===== src/hw/rtl/esd_pkg.sv =====
// ----------------------------------------------------------------------------
// esd_pkg
// Shared types and constants for the escape sequence decoder.
// ----------------------------------------------------------------------------
package esd_pkg;

    localparam int MAX_RES    = 3;
    localparam int FIFO_DEPTH = 4;
    localparam int PTR_W      = $clog2(FIFO_DEPTH);
    localparam int CNT_W      = $clog2(FIFO_DEPTH + 1);

    // configuration register indexes
    localparam logic [1:0] CFG_QUOTE_A = 2'd0;
    localparam logic [1:0] CFG_QUOTE_B = 2'd1;
    localparam logic [1:0] CFG_BACKREF = 2'd2;

    typedef enum logic [2:0] {
        MODE_NORMAL   = 3'd0,
        MODE_BSLASH   = 3'd1,
        MODE_CTRL     = 3'd2,
        MODE_HEXSTART = 3'd3,
        MODE_HEX      = 3'd4,
        MODE_OCT      = 3'd5,
        MODE_IGNORE   = 3'd6
    } t_mode;

    typedef struct packed {
        logic [7:0] quote_a;
        logic [7:0] quote_b;
        logic       backref;
    } t_cfg;

    typedef struct packed {
        t_mode      mode;
        logic       brace;
        logic [7:0] num;
        logic       nz;
        logic [1:0] cont;
        logic       stopped;
    } t_dec_state;

    typedef struct packed {
        logic [7:0] out_byte;
        logic       end_marker;
        logic       run_last;
    } t_out_item;

    typedef struct packed {
        t_out_item [MAX_RES-1:0] item;
        logic [1:0]              cnt;
    } t_res_list;

endpackage


===== src/hw/rtl/esd_decode.sv =====
// ----------------------------------------------------------------------------
// esd_decode
// Parser state and combinational decode of one byte into up to three results.
// ----------------------------------------------------------------------------
module esd_decode import esd_pkg::*; (
    input  logic       i_clk,
    input  logic       i_rst_n,
    input  logic       i_fire,
    input  logic [7:0] i_byte,
    input  logic       i_last,
    input  t_cfg       i_cfg,
    output t_res_list  o_res
);

    localparam logic [7:0] CH_NUL    = 8'h00;
    localparam logic [7:0] CH_BSLASH = 8'h5C;
    localparam logic [7:0] CH_LBRACE = 8'h7B;
    localparam logic [7:0] CH_RBRACE = 8'h7D;
    localparam logic [7:0] CH_AT     = 8'h40;
    localparam logic [7:0] CH_QMARK  = 8'h3F;
    localparam logic [7:0] CH_ZERO   = 8'h30;
    localparam logic [7:0] CH_DEL    = 8'h7F;

    localparam t_dec_state ST_RESET = '{mode: MODE_NORMAL, brace: 1'b0, num: 8'h00,
                                        nz: 1'b0, cont: 2'd0, stopped: 1'b0};

    typedef struct packed {
        t_dec_state st;
        t_res_list  res;
        logic       reparse;
    } t_work;

    t_dec_state r_state;
    t_dec_state n_state;
    t_work      w;

    function automatic t_work push_res(t_work wi, logic [7:0] b, logic e);
        t_work wo;
        wo = wi;
        if (wo.res.cnt != 2'(MAX_RES)) begin
            wo.res.item[wo.res.cnt].out_byte   = b;
            wo.res.item[wo.res.cnt].end_marker = e;
            wo.res.item[wo.res.cnt].run_last   = 1'b0;
            wo.res.cnt = wo.res.cnt + 2'd1;
        end
        return wo;
    endfunction

    function automatic t_work emit(t_work wi, logic [7:0] b);
        t_work wo;
        wo = wi;
        if (!wo.st.stopped) begin
            if (b == CH_NUL) begin
                wo.st.stopped = 1'b1;
            end else begin
                wo = push_res(wo, b, 1'b0);
            end
        end
        return wo;
    endfunction

    function automatic t_work clear_num(t_work wi);
        t_work wo;
        wo = wi;
        wo.st.num   = 8'h00;
        wo.st.nz    = 1'b0;
        wo.st.brace = 1'b0;
        return wo;
    endfunction

    function automatic t_work emit_number(t_work wi);
        t_work wo;
        wo = wi;
        if (wo.st.nz) begin
            wo = emit(wo, wo.st.num);
        end
        wo = clear_num(wo);
        wo.st.mode = MODE_NORMAL;
        return wo;
    endfunction

    function automatic t_work flush(t_work wi);
        t_work wo;
        wo = wi;
        case (wo.st.mode)
            MODE_BSLASH: wo = emit(wo, CH_BSLASH);
            MODE_HEX, MODE_OCT: wo = emit_number(wo);
            default: ;
        endcase
        wo = clear_num(wo);
        wo.st.cont = 2'd0;
        wo.st.mode = MODE_NORMAL;
        return wo;
    endfunction

    // {valid, value}
    function automatic logic [4:0] hex_value(logic [7:0] c);
        logic [7:0] d;
        d = 8'h00;
        if (c inside {[8'h30:8'h39]}) begin
            d = c - 8'h30;
            return {1'b1, d[3:0]};
        end else if (c inside {[8'h41:8'h46]}) begin
            d = c - 8'h37;
            return {1'b1, d[3:0]};
        end else if (c inside {[8'h61:8'h66]}) begin
            d = c - 8'h57;
            return {1'b1, d[3:0]};
        end
        return 5'd0;
    endfunction

    function automatic t_work after_backslash(t_work wi, logic [7:0] c, t_cfg cfg);
        t_work wo;
        wo = wi;
        wo.st.mode = MODE_NORMAL;
        if ((cfg.quote_a != CH_NUL && c == cfg.quote_a) ||
            (cfg.quote_b != CH_NUL && c == cfg.quote_b)) begin
            wo = emit(wo, c);
        end else begin
            case (c)
                8'h61: wo = emit(wo, 8'h07);
                8'h65: wo = emit(wo, 8'h1B);
                8'h66: wo = emit(wo, 8'h0C);
                8'h6E: wo = emit(wo, 8'h0A);
                8'h72: wo = emit(wo, 8'h0D);
                8'h74: wo = emit(wo, 8'h09);
                8'h76: wo = emit(wo, 8'h0B);
                8'h27, 8'h22, CH_BSLASH: wo = emit(wo, c);
                8'h63: wo.st.mode = MODE_CTRL;
                8'h78, 8'h58: begin
                    wo = clear_num(wo);
                    wo.st.mode = MODE_HEXSTART;
                end
                8'h30, 8'h31, 8'h32, 8'h33, 8'h34, 8'h35, 8'h36, 8'h37: begin
                    if (c != CH_ZERO && cfg.backref) begin
                        wo = emit(wo, CH_BSLASH);
                        wo = emit(wo, c);
                    end else begin
                        wo = clear_num(wo);
                        wo.st.num  = {5'd0, c[2:0]};
                        wo.st.nz   = (c != CH_ZERO);
                        wo.st.mode = MODE_OCT;
                    end
                end
                default: begin
                    wo = emit(wo, CH_BSLASH);
                    wo = emit(wo, c);
                end
            endcase
        end
        return wo;
    endfunction

    function automatic t_work take_byte(t_work wi, logic [7:0] c, t_cfg cfg);
        t_work      wo;
        logic [4:0] hv;
        wo = wi;
        wo.reparse = 1'b0;
        hv = hex_value(c);
        case (wo.st.mode)
            MODE_NORMAL: begin
                if (wo.st.cont != 2'd0) begin
                    wo.st.cont = wo.st.cont - 2'd1;
                    wo = emit(wo, c);
                end else if (c == CH_BSLASH) begin
                    wo.st.mode = MODE_BSLASH;
                end else begin
                    if ((c & 8'hE0) == 8'hC0) begin
                        wo.st.cont = 2'd1;
                    end else if ((c & 8'hF0) == 8'hE0) begin
                        wo.st.cont = 2'd2;
                    end else if ((c & 8'hF8) == 8'hF0) begin
                        wo.st.cont = 2'd3;
                    end
                    wo = emit(wo, c);
                end
            end
            MODE_BSLASH: wo = after_backslash(wo, c, cfg);
            MODE_CTRL: begin
                wo.st.mode = MODE_NORMAL;
                if (c == CH_AT) begin
                    wo = emit(wo, CH_NUL);
                end else if (c inside {[8'h41:8'h5F]}) begin
                    wo = emit(wo, c - 8'h40);
                end else if (c inside {[8'h61:8'h7A]}) begin
                    wo = emit(wo, c - 8'h60);
                end else if (c == CH_QMARK) begin
                    wo = emit(wo, CH_DEL);
                end else begin
                    wo.reparse = 1'b1;
                end
            end
            MODE_HEXSTART, MODE_HEX: begin
                if (wo.st.mode == MODE_HEXSTART && c == CH_LBRACE) begin
                    wo.st.mode  = MODE_HEX;
                    wo.st.brace = 1'b1;
                end else begin
                    wo.st.mode = MODE_HEX;
                    if (hv[4]) begin
                        wo.st.num = {wo.st.num[3:0], hv[3:0]};
                        if (hv[3:0] != 4'd0) begin
                            wo.st.nz = 1'b1;
                        end
                    end else if (c == CH_RBRACE && wo.st.brace) begin
                        wo = emit_number(wo);
                    end else begin
                        wo = emit_number(wo);
                        wo.reparse = 1'b1;
                    end
                end
            end
            MODE_OCT: begin
                if (c inside {[8'h30:8'h37]}) begin
                    wo.st.num = {wo.st.num[4:0], c[2:0]};
                    if (c != CH_ZERO) begin
                        wo.st.nz = 1'b1;
                    end
                end else begin
                    wo = emit_number(wo);
                    wo.reparse = 1'b1;
                end
            end
            default: ;
        endcase
        return wo;
    endfunction

    always_comb begin
        w.st      = r_state;
        w.res     = '0;
        w.reparse = 1'b0;
        if (w.st.mode != MODE_IGNORE) begin
            if (i_byte == CH_NUL) begin
                w = flush(w);
                w.st.mode = MODE_IGNORE;
            end else begin
                w = take_byte(w, i_byte, i_cfg);
                if (w.reparse) begin
                    w = take_byte(w, i_byte, i_cfg);
                end
            end
        end
        if (i_last) begin
            if (w.st.mode != MODE_IGNORE) begin
                w = flush(w);
            end
            w = push_res(w, CH_NUL, 1'b1);
            w.st = ST_RESET;
        end
        if (w.res.cnt != 2'd0) begin
            w.res.item[w.res.cnt - 2'd1].run_last = 1'b1;
        end
        n_state = w.st;
        o_res   = w.res;
    end

    always_ff @(posedge i_clk) begin
        if (!i_rst_n) begin
            r_state <= ST_RESET;
        end else if (i_fire) begin
            r_state <= n_state;
        end
    end

    assert property (@(posedge i_clk) disable iff (!i_rst_n)
        i_fire && i_last |-> o_res.cnt != 2'd0 && o_res.item[o_res.cnt - 2'd1].end_marker)
        else $error("last item does not end with an end marker");

    assert property (@(posedge i_clk) disable iff (!i_rst_n)
        i_fire && !i_last |-> !o_res.item[0].end_marker || o_res.cnt == 2'd0)
        else $error("end marker without last item");

    assert property (@(posedge i_clk) disable iff (!i_rst_n)
        i_fire && i_last |=> r_state.mode == MODE_NORMAL && !r_state.stopped)
        else $error("parser not back in normal mode after last item");

endmodule


===== src/hw/rtl/esd_out_fifo.sv =====
// ----------------------------------------------------------------------------
// esd_out_fifo
// Result queue: takes up to three results per cycle, hands out one per cycle while i_ready is high.
// ----------------------------------------------------------------------------
module esd_out_fifo import esd_pkg::*; (
    input  logic       i_clk,
    input  logic       i_rst_n,
    input  logic       i_push,
    input  t_res_list  i_res,
    output logic       o_room,
    output logic       o_valid,
    input  logic       i_ready,
    output t_out_item  o_item
);

    t_out_item          r_mem [FIFO_DEPTH];
    logic [PTR_W-1:0]   r_wr_ptr;
    logic [PTR_W-1:0]   r_rd_ptr;
    logic [CNT_W-1:0]   r_count;
    logic [1:0]         push_n;
    logic               pop;

    assign push_n  = i_push ? i_res.cnt : 2'd0;
    assign o_valid = (r_count != '0);
    assign pop     = o_valid && i_ready;
    assign o_item  = r_mem[r_rd_ptr];
    assign o_room  = (r_count <= CNT_W'(FIFO_DEPTH - MAX_RES));

    always_ff @(posedge i_clk) begin
        for (int k = 0; k < MAX_RES; k++) begin
            if (i_push && 2'(k) < i_res.cnt) begin
                r_mem[r_wr_ptr + PTR_W'(k)] <= i_res.item[k];
            end
        end
    end

    always_ff @(posedge i_clk) begin
        if (!i_rst_n) begin
            r_wr_ptr <= '0;
            r_rd_ptr <= '0;
            r_count  <= '0;
        end else begin
            r_wr_ptr <= r_wr_ptr + PTR_W'(push_n);
            r_rd_ptr <= r_rd_ptr + PTR_W'(pop);
            r_count  <= r_count + CNT_W'(push_n) - CNT_W'(pop);
        end
    end

    assert property (@(posedge i_clk) disable iff (!i_rst_n)
        i_push |-> (r_count + CNT_W'(i_res.cnt)) <= CNT_W'(FIFO_DEPTH))
        else $error("result queue overflow");

endmodule


===== src/hw/rtl/escape_sequence_decoder.sv =====
// ----------------------------------------------------------------------------
// escape_sequence_decoder
// Backslash escape decoder for a byte stream, one input byte per cycle while the result queue has room.
// ----------------------------------------------------------------------------
// An accepted byte lands in an input register and is decoded from there, in
// one pass, into zero to three results once the four-entry result queue has
// room; the results are registered in the queue, whose head entry drives the
// output port. The input takes one byte per cycle as long as each byte gives
// at most one result and the output is drained every cycle. A byte that gives
// several results hands them out one per output transfer, and decoding stalls
// while the queue holds more than one result; the input then stalls once its
// register holds a byte. Configuration writes take effect on the next cycle
// and are expected only while the block is idle.
module escape_sequence_decoder import esd_pkg::*; (
    input  logic       i_clk,
    input  logic       i_rst_n,
    input  logic       i_in_valid,
    output logic       o_in_ready,
    input  logic [7:0] i_in_byte,
    input  logic       i_in_last,
    output logic       o_out_valid,
    input  logic       i_out_ready,
    output logic [7:0] o_out_byte,
    output logic       o_end_marker,
    output logic       o_run_last,
    input  logic       i_cfg_valid,
    output logic       o_cfg_ready,
    input  logic [1:0] i_cfg_index,
    input  logic [7:0] i_cfg_data
);

    logic       r_in_valid;
    logic [7:0] r_in_byte;
    logic       r_in_last;
    t_cfg       r_cfg;
    logic       dec_fire;
    logic       room;
    t_res_list  dec_res;
    t_out_item  head;

    assign dec_fire    = r_in_valid && room;
    assign o_in_ready  = !r_in_valid || dec_fire;
    assign o_cfg_ready = 1'b1;

    always_ff @(posedge i_clk) begin
        if (!i_rst_n) begin
            r_in_valid <= 1'b0;
        end else if (o_in_ready) begin
            r_in_valid <= i_in_valid;
        end
    end

    always_ff @(posedge i_clk) begin
        if (i_in_valid && o_in_ready) begin
            r_in_byte <= i_in_byte;
            r_in_last <= i_in_last;
        end
    end

    always_ff @(posedge i_clk) begin
        if (!i_rst_n) begin
            r_cfg <= '0;
        end else if (i_cfg_valid) begin
            case (i_cfg_index)
                CFG_QUOTE_A: r_cfg.quote_a <= i_cfg_data;
                CFG_QUOTE_B: r_cfg.quote_b <= i_cfg_data;
                CFG_BACKREF: r_cfg.backref <= i_cfg_data[0];
                default: ;
            endcase
        end
    end

    esd_decode u_decode (
        .i_clk   (i_clk),
        .i_rst_n (i_rst_n),
        .i_fire  (dec_fire),
        .i_byte  (r_in_byte),
        .i_last  (r_in_last),
        .i_cfg   (r_cfg),
        .o_res   (dec_res)
    );

    esd_out_fifo u_out_fifo (
        .i_clk   (i_clk),
        .i_rst_n (i_rst_n),
        .i_push  (dec_fire),
        .i_res   (dec_res),
        .o_room  (room),
        .o_valid (o_out_valid),
        .i_ready (i_out_ready),
        .o_item  (head)
    );

    assign o_out_byte   = head.out_byte;
    assign o_end_marker = head.end_marker;
    assign o_run_last   = head.run_last;

endmodule


===== config.mk =====
export PLATFORM = sky130hd
export DESIGN_NAME = escape_sequence_decoder
export DESIGN_NICKNAME = d
export VERILOG_FILES = /design/src/hw/rtl/esd_pkg.sv /design/src/hw/rtl/esd_decode.sv /design/src/hw/rtl/esd_out_fifo.sv /design/src/hw/rtl/escape_sequence_decoder.sv
export SDC_FILE = /design/constraint.sdc
export NUM_CORES = 1
export LEC_CHECK = 0
export BUFFER_PORTS_ARGS = -buffer_cell sky130_fd_sc_hd__clkbuf_2
export CAP_MARGIN = 10
export CORE_ASPECT_RATIO = 2
export CORE_UTILIZATION = 40
export CTS_BUF_LIST = sky130_fd_sc_hd__clkbuf_8 sky130_fd_sc_hd__clkbuf_16
export CTS_CLUSTER_DIAMETER = 60
export DETAILED_ROUTE_END_ITERATION = 8
export GPL_TIMING_DRIVEN = 0
export SYNTH_ARGS = -nofsm -noshare
export SYNTH_HDL_FRONTEND = slang
export SYNTH_HIERARCHICAL = 1
export SYNTH_SLANG_ARGS = --single-unit

===== constraint.sdc =====
create_clock -name i_clk -period 6.7 [get_ports i_clk]
set_input_delay 2.01 -clock i_clk [delete_from_list [all_inputs] [get_ports i_clk]]
set_output_delay 2.01 -clock i_clk [all_outputs]
set_load 0.01 [all_outputs]

**After elaboration in Yosys (flattened, before gate mapping)**

Memory sizes are Yosys's and may differ from the RTL's. A register that Yosys moved wholly into a read port is not among the register bits.
Index checks and enable logic that the tools add are counted.

- Flip-flop bits (word level): 50
- Memory bits (writable): 40
- Input port bits: 24
- Memories: 1

Memories:

| name | depth | width | read ports | clocked after memory_dff | write ports | line | text |
|---|---|---|---|---|---|---|---|
| u_out_fifo.r_mem | 4 | 10 | 1 | 1 | 3 | esd_out_fifo.sv:16 | `t_out_item r_mem [FIFO_DEPTH];` |

- Add/subtract/negate cells: 21
- $lt $le $gt $ge: 29
- Equal/unequal tests: 55
- Multiplexer cells: 295
- Reduce and logical (&&, ||, !) cells: 58

Operators with widths:

| cell | number |
|---|---|
| $bwmux 30 | 61 |
| $mux 49 | 36 |
| $mux 34 | 51 |
| $pmux 46 s11 | 2 |
| $mux 32 | 20 |
| $pmux 49 s5 | 2 |
| $demux 10 s2 | 22 |
| $mux 33 | 11 |
| $eq 8x7->1 const B | 14 |
| $mux 45 | 2 |
| $eq 8x6->1 const B | 11 |
| $mux 36 | 2 |
| $mux 10 | 7 |
| $pmux 34 s2 | 1 |
| $pmux 3 s11 | 2 |
| $pmux 33 s2 | 1 |
| $mux 5 | 10 |
| $logic_not 8->1 | 6 |
| $mux 13 | 3 |
| $mux 9 | 4 |
| $mux 1 | 34 |
| $le 8x7->1 const B | 4 |
| $mux 2 | 15 |
| $mux 30 | 1 |
| other kinds (45) | 136 |

**Logic depth before layout (Yosys ltp)**

Gate-level depths: netlist (run 1).

- Word-level depth: 85
- Mapped depth: 26
- Mapped depth without buffers: 21

**Hierarchy**

Netlist (run 1), hierarchy kept.

By module, submodules not included:

| module | instances | cells each | area an instance (sq um) | seq. area each (sq um) |
|---|---|---|---|---|
| esd_decode | 1 | 686 | 4464.3 | 320.3 |
| esd_out_fifo | 1 | 202 | 3041.7 | 1341.3 |
| escape_sequence_decoder | 1 | 84 | 1008.5 | 630.6 |

**Least setup slack after synthesis (run 1)**

No wires, ideal clock.

- Path kind: reg2reg
- From: register r_in_byte[1]
- To: memory u_out_fifo/r_mem[1][0] in the netlist's numbering, enable pin
- Setup time: 0.392 ns
- Data arrival time: 5.250 ns
- Setup slack: 1.058 ns
- Cell stages (with the launch flop): 20
- Clock period less this slack: 5.642 ns
- Cell sequence: edfxtp_1 > clkbuf_1 > inv_1 > ha_1 > clkbuf_1 > mux2_2 > a22o_1 > or4_1 > o21ai_1 > and3_1 > clkbuf_1 > nor2_1 > nor3_2 > a2111oi_4 > xnor2_2 > o22a_1 > buf_4 > or2b_1 > nand3_1 > a21boi_0

RTL lines:

| element | line | text |
|---|---|---|
| start, declared | escape_sequence_decoder.sv:33 | `logic [7:0] r_in_byte;` |
| start signal, assigned | escape_sequence_decoder.sv:55 | `r_in_byte <= i_in_byte;` |
| end, declared | esd_out_fifo.sv:16 |  |

==> results.yml, run 1 <==
pwr:
  seqPwrFrac: 0.377
  internal_power_mw: 1.17
  combPwrFrac: 0.354
  power_density_mw_per_mm2: 185
  ir_drop_mv: 0.116
  clkPwrFrac: 0.269
  leakagePower_nw: 3.57
  total_power_mw: 1.78
  p_sw_uw: 610
  p_sw_frac: 0.344
timing:
  fin_crit_sh: 0.963
  skew_ns: 0.0179
  finalSetupTns_ns: 0
  maxSlewHeadroom: 0.247
  setup_viol: 0
  final-hold-violation-count: 0
  whs_ns: 0.461
  fin_crit_ns: 6.45
  max_freq_ghz: 0.155
  slew_violations: 0
  tightest_slew_ns: 1.12
placement:
  io_buffers: 35
  dpl.hpwl_um: 26900
  dpl_cell_area_sq_mm: 0.00907
  gp_congestion: 1.08
setup_path:
  critPathKind: "flop to flop"
  critical_path_arrival_ns: 6.72
  slowest_delay_ns: 0.48
  cp.required_ns: 6.97
  crit_top_cell: "and2_1"
  cp-end-kind: "flop"
  path_buf_inv: 6
  start_kind: "flop"
  slowest_stage: "a211o_2"
  crit_family: "compound AO/OA/AOI/OAI gates"
  cp_max_fo: 10
cells_and_area:
  fin_util: 0.460
  mostFrequentLayoutCells: "nand2_1 (96), mux2_2 (61), nor2_1 (59)"
  final_common_cell: "nand2_1"
  nFillCells: 2091
  final_area_sq_mm: 0.00962
  drive_above_1_share: 0.249
  area_growth_pct: 12.9
  diodes: 0
  nets: 1081
clock_network:
  cts.clk_slew.worst_paths_ns: 0.08
  htree_levels: 3
  clk_path_buf_depth: 2
  cts_tree: "yes"
  cts-buffers-inserted: 9
  clock_sinks: 90
  clk_latency_ns: 0.38
  root_buffer: "clkbuf_16"
die:
  boundaryPins: 37
  core-area_sq_mm: 0.0209
  die_h_um: 208
  die_area_sq_mm: 0.0219
  initial_core_util: 0.407
  num_rows: 75
  die_x_um: 105
grt:
  track_usage: 0.325
  grt_pass1_wl_um: 51100
  top_usage_layer: "met2"
  globalRouteMet3Util: 0.0667
  use_met2: 0.603
  grt.met1_usage: 0.277
  grt_max_degree: 16
  antenna_found_initial: 0
  first_global_vias: 8258
  overflow: 0
synthesis:
  synth_cells: 972
  ys_types: 106
  yosysWarnings: 6
  async_flop_share: 0
  yosysTopAreaCell: "edfxtp_1"
  synth-seq-area-share: 0.269
  ys.flop_type: "edfxtp_1"
  synth.area.top_cells: "edfxtp_1 (17%), dfxtp_1 (9.6%), mux2_2 (8.1%)"
  yosysTopAreaCellShare: 0.173
  ys_ff_latch: 90
  syn_area_sq_mm: 0.00851
  syn-mean-instance-area_sq_um: 8.76
  synth_edf_count: 49
hold_path:
  hp-class: "flop to flop"
drt:
  drc_errors: 0
  routed_wl_um: 34900
  drt-initial-drc-count: 617
  drtPass1Iterations: 5
  vias: 8403
  drtAntennaViolNets: 0
  viasPerCell: 6.39
  wl_per_cell_um: 26.5
run_status:
  status: "completed"
job:
  cap_violations: 0
## through the flow
| step | instances | worst slack (ns) |
|---|---|---|
| 5_1_grt | 1316 | -0.0183 |
| 6_report | 1316 | 0.248 |
| 3_5_place_dp | 1285 | -0.910 |
| 4_1_cts | 1304 | 0.0284 |
| 3_3_place_gp | 1283 | -1.36 |
| 2_1_floorplan | 979 | 1.06 |
## worst paths after layout
kind	start	endpoint	slack, ns	cells after the start
hold reg to reg	r_cfg[0]	r_cfg[0]	0.46	2
setup / recovery	r_in_byte[1]	u_out_fifo/r_count[2]	0.25	25
setup reg to reg	r_in_byte[1]	u_out_fifo/r_count[2]	0.25	25
hold / removal	r_cfg[0]	r_cfg[0]	0.46	2
## cell families (layout without fill, tap and decap cells)
logic type / count (synthesis) / after routing / share of synthesized area
XOR/XNOR: 23 / 23 / 0.0245
AO/OA/AOI/OAI: 272 / 272 / 0.223
flip-flops: 90 / 90 / 0.269
multiplexers: 110 / 110 / 0.165
adder cells (fa/ha/maj): 15 / 15 / 0.0229
AND/OR/NAND/NOR: 362 / 362 / 0.238
other: 2 / 9 / 0.000882
buffers and inverters: 98 / 166 / 0.0573
## cells in the mapped netlist (6+ instances only)
cell type and number:
xnor2_1 15, mux4_2 10, xor2_1 7, mux2_2 61, a31oi_1 15, o22ai_1 14
and3_1 9, a21oi_1 56, nor3_1 21, or3_1 11, nand2_1 97, or2_2 9
nor2b_1 21, a21boi_0 6, mux2i_1 19, a221oi_1 7, buf_4 17, edfxtp_1 49
o21ai_0 57, and2_1 26, o211ai_1 12, nand4_1 11, dfxtp_1 41, ha_1 14
o31ai_1 8, nor4_1 8, or4_1 7, mux2_4 20, buf_2 15, a21o_1 6
a22oi_1 10, nor2_1 59, inv_1 30, nand2b_1 9, a211o_1 6, clkbuf_1 30
nand3_1 26
## flip-flops by register name, indices dropped and copies added (netlist names)
name and cells:
r_cfg 17, r_in_byte 8, r_in_last 1, r_in_valid 1, u_decode/r_state 16, u_out_fifo/r_count 3
u_out_fifo/r_mem 40, u_out_fifo/r_rd_ptr 2, u_out_fifo/r_wr_ptr 2
## power by group through the flow
stage          Sequential, mW  Combinational, mW  Clock [mW]
2_1_floorplan           0.672              0.427           0
3_3_place_gp            0.683              0.583           0
3_5_place_dp            0.684              0.587           0
4_1_cts                 0.671              0.600       0.488
5_1_grt                 0.675              0.674       0.506
6_report                0.670              0.629       0.477
## repair_timing
item,4_1_cts,5_1_grt
resized for setup,14,24
cloned,0,0
setup endpoints to repair,85,80
hold buffers,0,0
pin swaps,1,4
setup buffers,3,11
## metal layers
layer,vias to the layer above,wire [um]
li1,3824,-
met1,3966,10700
met5,-,0
met3,202,1670
met2,411,18500
met4,0,3960
## worst register-to-register path, stage by stage, from the launching register on
cell and delay, ns:
edfxtp_1 0.42, buf_6 0.23, clkinvlp_4 0.22, ha_1 0.23
clkbuf_1 0.25, and4bb_2 0.35, a221oi_1 0.44, or2_1 0.17
buf_2 0.16, o221ai_1 0.30, a211o_2 0.48, nand4bb_4 0.25
o221ai_2 0.26, o221ai_4 0.20, a211o_1 0.36, and2_1 0.17
a21oi_1 0.23, clkbuf_4 0.23, and2_1 0.21, xnor2_1 0.13
ha_1 0.16, inv_1 0.05, fa_1 0.42, xor2_1 0.16
xnor2_1 0.12, and2_1 0.15
## cell type report
type                       count  area (sq um)  share of cell area
clock buffer                   9           225              0.0234
inverter                      30           120              0.0125
sequential                    90          2290               0.238
tap                          269           337              0.0350
clock inverter                 7          38.8             0.00403
timing repair buffer          52           313              0.0325
multi-input combinational    791          5900               0.613
buffer                        68           392              0.0407
Note: power is estimated with default switching activity, not from simulation.
==> run 2: changes to the inputs <==
--- a/config.mk
+++ b/config.mk
@@ -5,9 +5,9 @@
 export SDC_FILE = /design/constraint.sdc
 export NUM_CORES = 1
 export LEC_CHECK = 0
+export ABC_AREA = 1
 export BUFFER_PORTS_ARGS = -buffer_cell sky130_fd_sc_hd__clkbuf_2
 export CAP_MARGIN = 10
-export CORE_ASPECT_RATIO = 2
 export CORE_UTILIZATION = 40
 export CTS_BUF_LIST = sky130_fd_sc_hd__clkbuf_8 sky130_fd_sc_hd__clkbuf_16
 export CTS_CLUSTER_DIAMETER = 60
==> run 2 against run 1 <==
  * Cell area is 5.1% higher
  * Clock-buffer cell count stayed put
  * Area after synthesis is 8.5% higher
  * Global-route usage is 3.0 points lower
  * Cell count is 45% higher
  * Synthesized cell count is 60% higher
  * Critical endpoint is now u_out_fifo/r_mem[2][9]
  * Worst setup slack better by 0.21 ns
  * Largest power group unchanged
  * Non-clock buffer count is 17 lower
  * Clock power is 8.2% higher
==> results.yml, run 2 <==
run_status:
  status: "completed"
cells_and_area:
  diodes: 0
  final_common_cell: "nand2_1"
  largest_register_ffs: 40
  area_growth_pct: 9.46
  largestRegisters: "u_out_fifo/r_mem: 40 flops, r_cfg: 17 flops, u_decode/r_state: 16 flops"
  nets: 1651
  regMostFlops: "u_out_fifo/r_mem"
  mostFrequentLayoutCells: "nand2_1 (417), nor2_1 (201), inv_1 (191)"
  drive_above_1_share: 0.115
  fin_util: 0.447
  final_cells: 1902
clock_network:
  clk_path_buf_depth: 2
  root_buffer: "clkbuf_16"
  cts.clk_slew.worst_paths_ns: 0.08
  clock_sinks: 90
  clk_latency_ns: 0.36
  htree_levels: 3
  hold_buffers: 0
  post_cts_buffers: 0
  cts-buffers-inserted: 9
  cts_tree: "yes"
setup_path:
  path_buf_inv: 7
  cp.required_ns: 6.74
  start_kind: "flop"
  slowest_delay_ns: 0.53
  crit_top_cell: "nand2_1"
  critical_path_arrival_ns: 6.28
  slowest_stage: "nor2_1"
  cp-end-kind: "flop"
  r2r_start: "r_in_byte[6]"
  critPathKind: "flop to flop"
  timing.critical_path.from: "r_in_byte[6]"
  crit_family: "simple AND/OR/NAND/NOR gates"
  cp_max_fo: 10
grt:
  grt_pass1_wl_um: 54600
  first_global_vias: 9927
  grt_max_degree: 18
  track_usage: 0.295
  overflow: 0
  antenna_found_initial: 0
drt:
  drtAntennaViolNets: 0
  drc_errors: 0
  vias: 10524
  wl_per_cell_um: 18.3
  viasPerCell: 5.53
  drtPass1Iterations: 5
  drt-initial-drc-count: 1087
  routed_wl_um: 34900
pwr:
  combPwrFrac: 0.358
  leakagePower_nw: 4.71
  p_sw_uw: 739
  total_power_mw: 1.86
  power_density_mw_per_mm2: 184
  clkPwrFrac: 0.278
  ir_drop_mv: 0.108
  p_sw_frac: 0.397
  seqPwrFrac: 0.364
  internal_power_mw: 1.12
timing:
  skew_ns: 0.0140
  whs_ns: 0.518
  setup_viol: 0
  slew_violations: 0
  max_freq_ghz: 0.160
  finalSetupTns_ns: 0
  fin_crit_sh: 0.932
  fin_crit_ns: 6.25
  maxSlewHeadroom: 0.376
  rsz0062_at_grt: "false"
  final-hold-violation-count: 0
  tightest_slew_ns: 0.912
synthesis:
  synth_cells: 1559
  yosysTopAreaCell: "nand2_1"
  syn-mean-instance-area_sq_um: 5.92
  syn_area_sq_mm: 0.00924
  ys_ff_latch: 90
  yosysTopAreaCellShare: 0.169
  yosysMostFrequentCell: "nand2_1"
  ys_types: 60
  synth_edf_count: 49
  async_flop_share: 0
  yosysWarnings: 6
  ys.flop_type: "edfxtp_1"
  synth-seq-area-share: 0.248
  synth.top_cells.by_count: "nand2_1 (417), nor2_1 (201), inv_1 (191), o21ai_0 (129), nand3_1 (128)"
  synth.area.top_cells: "nand2_1 (17%), edfxtp_1 (16%), dfxtp_1 (8.9%)"
die:
  boundaryPins: 37
  initial_core_util: 0.408
  die_x_um: 154
  num_rows: 55
  die_area_sq_mm: 0.0237
  die_h_um: 154
  core-area_sq_mm: 0.0226
hold_path:
  min_from: "u_decode/r_state[1]"
  hp-class: "flop to flop"
placement:
  dpl.hpwl_um: 27500
  io_buffers: 34
  gp_congestion: 0.980
  dp.cells: 1885
job:
  cap_violations: 0
run 2: cell types whose count changed in the layout (fill, tap and decap cells not counted), moves of 20 or more:
cell,before,now
nand2_1,96,417
o21ai_0,56,129
inv_2,1,23
nor2_1,59,201
and2_1,26,3
nor2b_1,21,0
mux2_2,61,0
inv_1,29,191
nand3_1,25,124
mux2_4,20,0
run 2: stage by stage:
stage | worst slack, ns | instance area, sq um
after floorplan | 2.04 | 9260
after global placement | 0.192 | 9790
after detailed placement | 0.313 | 9790
after CTS | 0.262 | 10100
after global routing | 0.0102 | 10100
final | 0.454 | 10100
run 2: layer usage:
layer	part of all wire	global-route usage	wire [um]
met4	0.035	0.117	1210
met2	0.45	0.480	15600
met5	0	0	0
met1	0.44	0.391	15200
met3	0.081	0.0451	2830
run 2: path summary, 6_finish.rpt:
check                           depth (start not counted)                endpoint  slack, ns
worst max-delay path                                   32  u_out_fifo/r_mem[2][9]       0.45
worst min-delay path                                    2     u_decode/r_state[1]       0.52
worst max register to register                         32  u_out_fifo/r_mem[2][9]       0.45
worst min register to register                          2     u_decode/r_state[1]       0.52
run 2: layout make-up:
| class | instances | area, sq um |
|---|---|---|
| buffer | 68 | 389 |
| clock buffer | 9 | 225 |
| clock inverter | 7 | 60.1 |
| fill | 2505 | 12500 |
| inverter | 221 | 830 |
| multi-input combinational | 1187 | 5780 |
| sequential | 90 | 2290 |
| tap | 285 | 357 |
| timing repair buffer | 35 | 178 |
run 2: power by group through the flow:
stage / sequential (mW) / clock [mW] / combinational, mW
2_1_floorplan: 0.680 / 0 / 0.458
3_3_place_gp: 0.689 / 0 / 0.646
3_5_place_dp: 0.690 / 0 / 0.654
4_1_cts: 0.677 / 0.525 / 0.656
5_1_grt: 0.683 / 0.552 / 0.746
6_report: 0.677 / 0.516 / 0.667
run 2: repair_timing:
action / 4_1_cts / 5_1_grt
resized for setup: 0 / 5
endpoints found under the setup margin: 0 / 40
hold endpoints to repair: 0 / 0
run 2: logic make-up (layout without fill, tap and decap cells):
logic type,after synthesis,after routing,synth area share
xor+xnor,8,8,0.00759
fa+ha+maj,15,15,0.0211
buf+inv,289,340,0.132
flops,90,90,0.248
simple gates,842,842,0.397
other cells,2,9,0.000813
compound gates,313,313,0.193
run 2: worst min-delay path: stages, from the launching register on:
cell and delay (ns):
dfxtp_1 0.35, nand2_1 0.07, a21oi_1 0.06
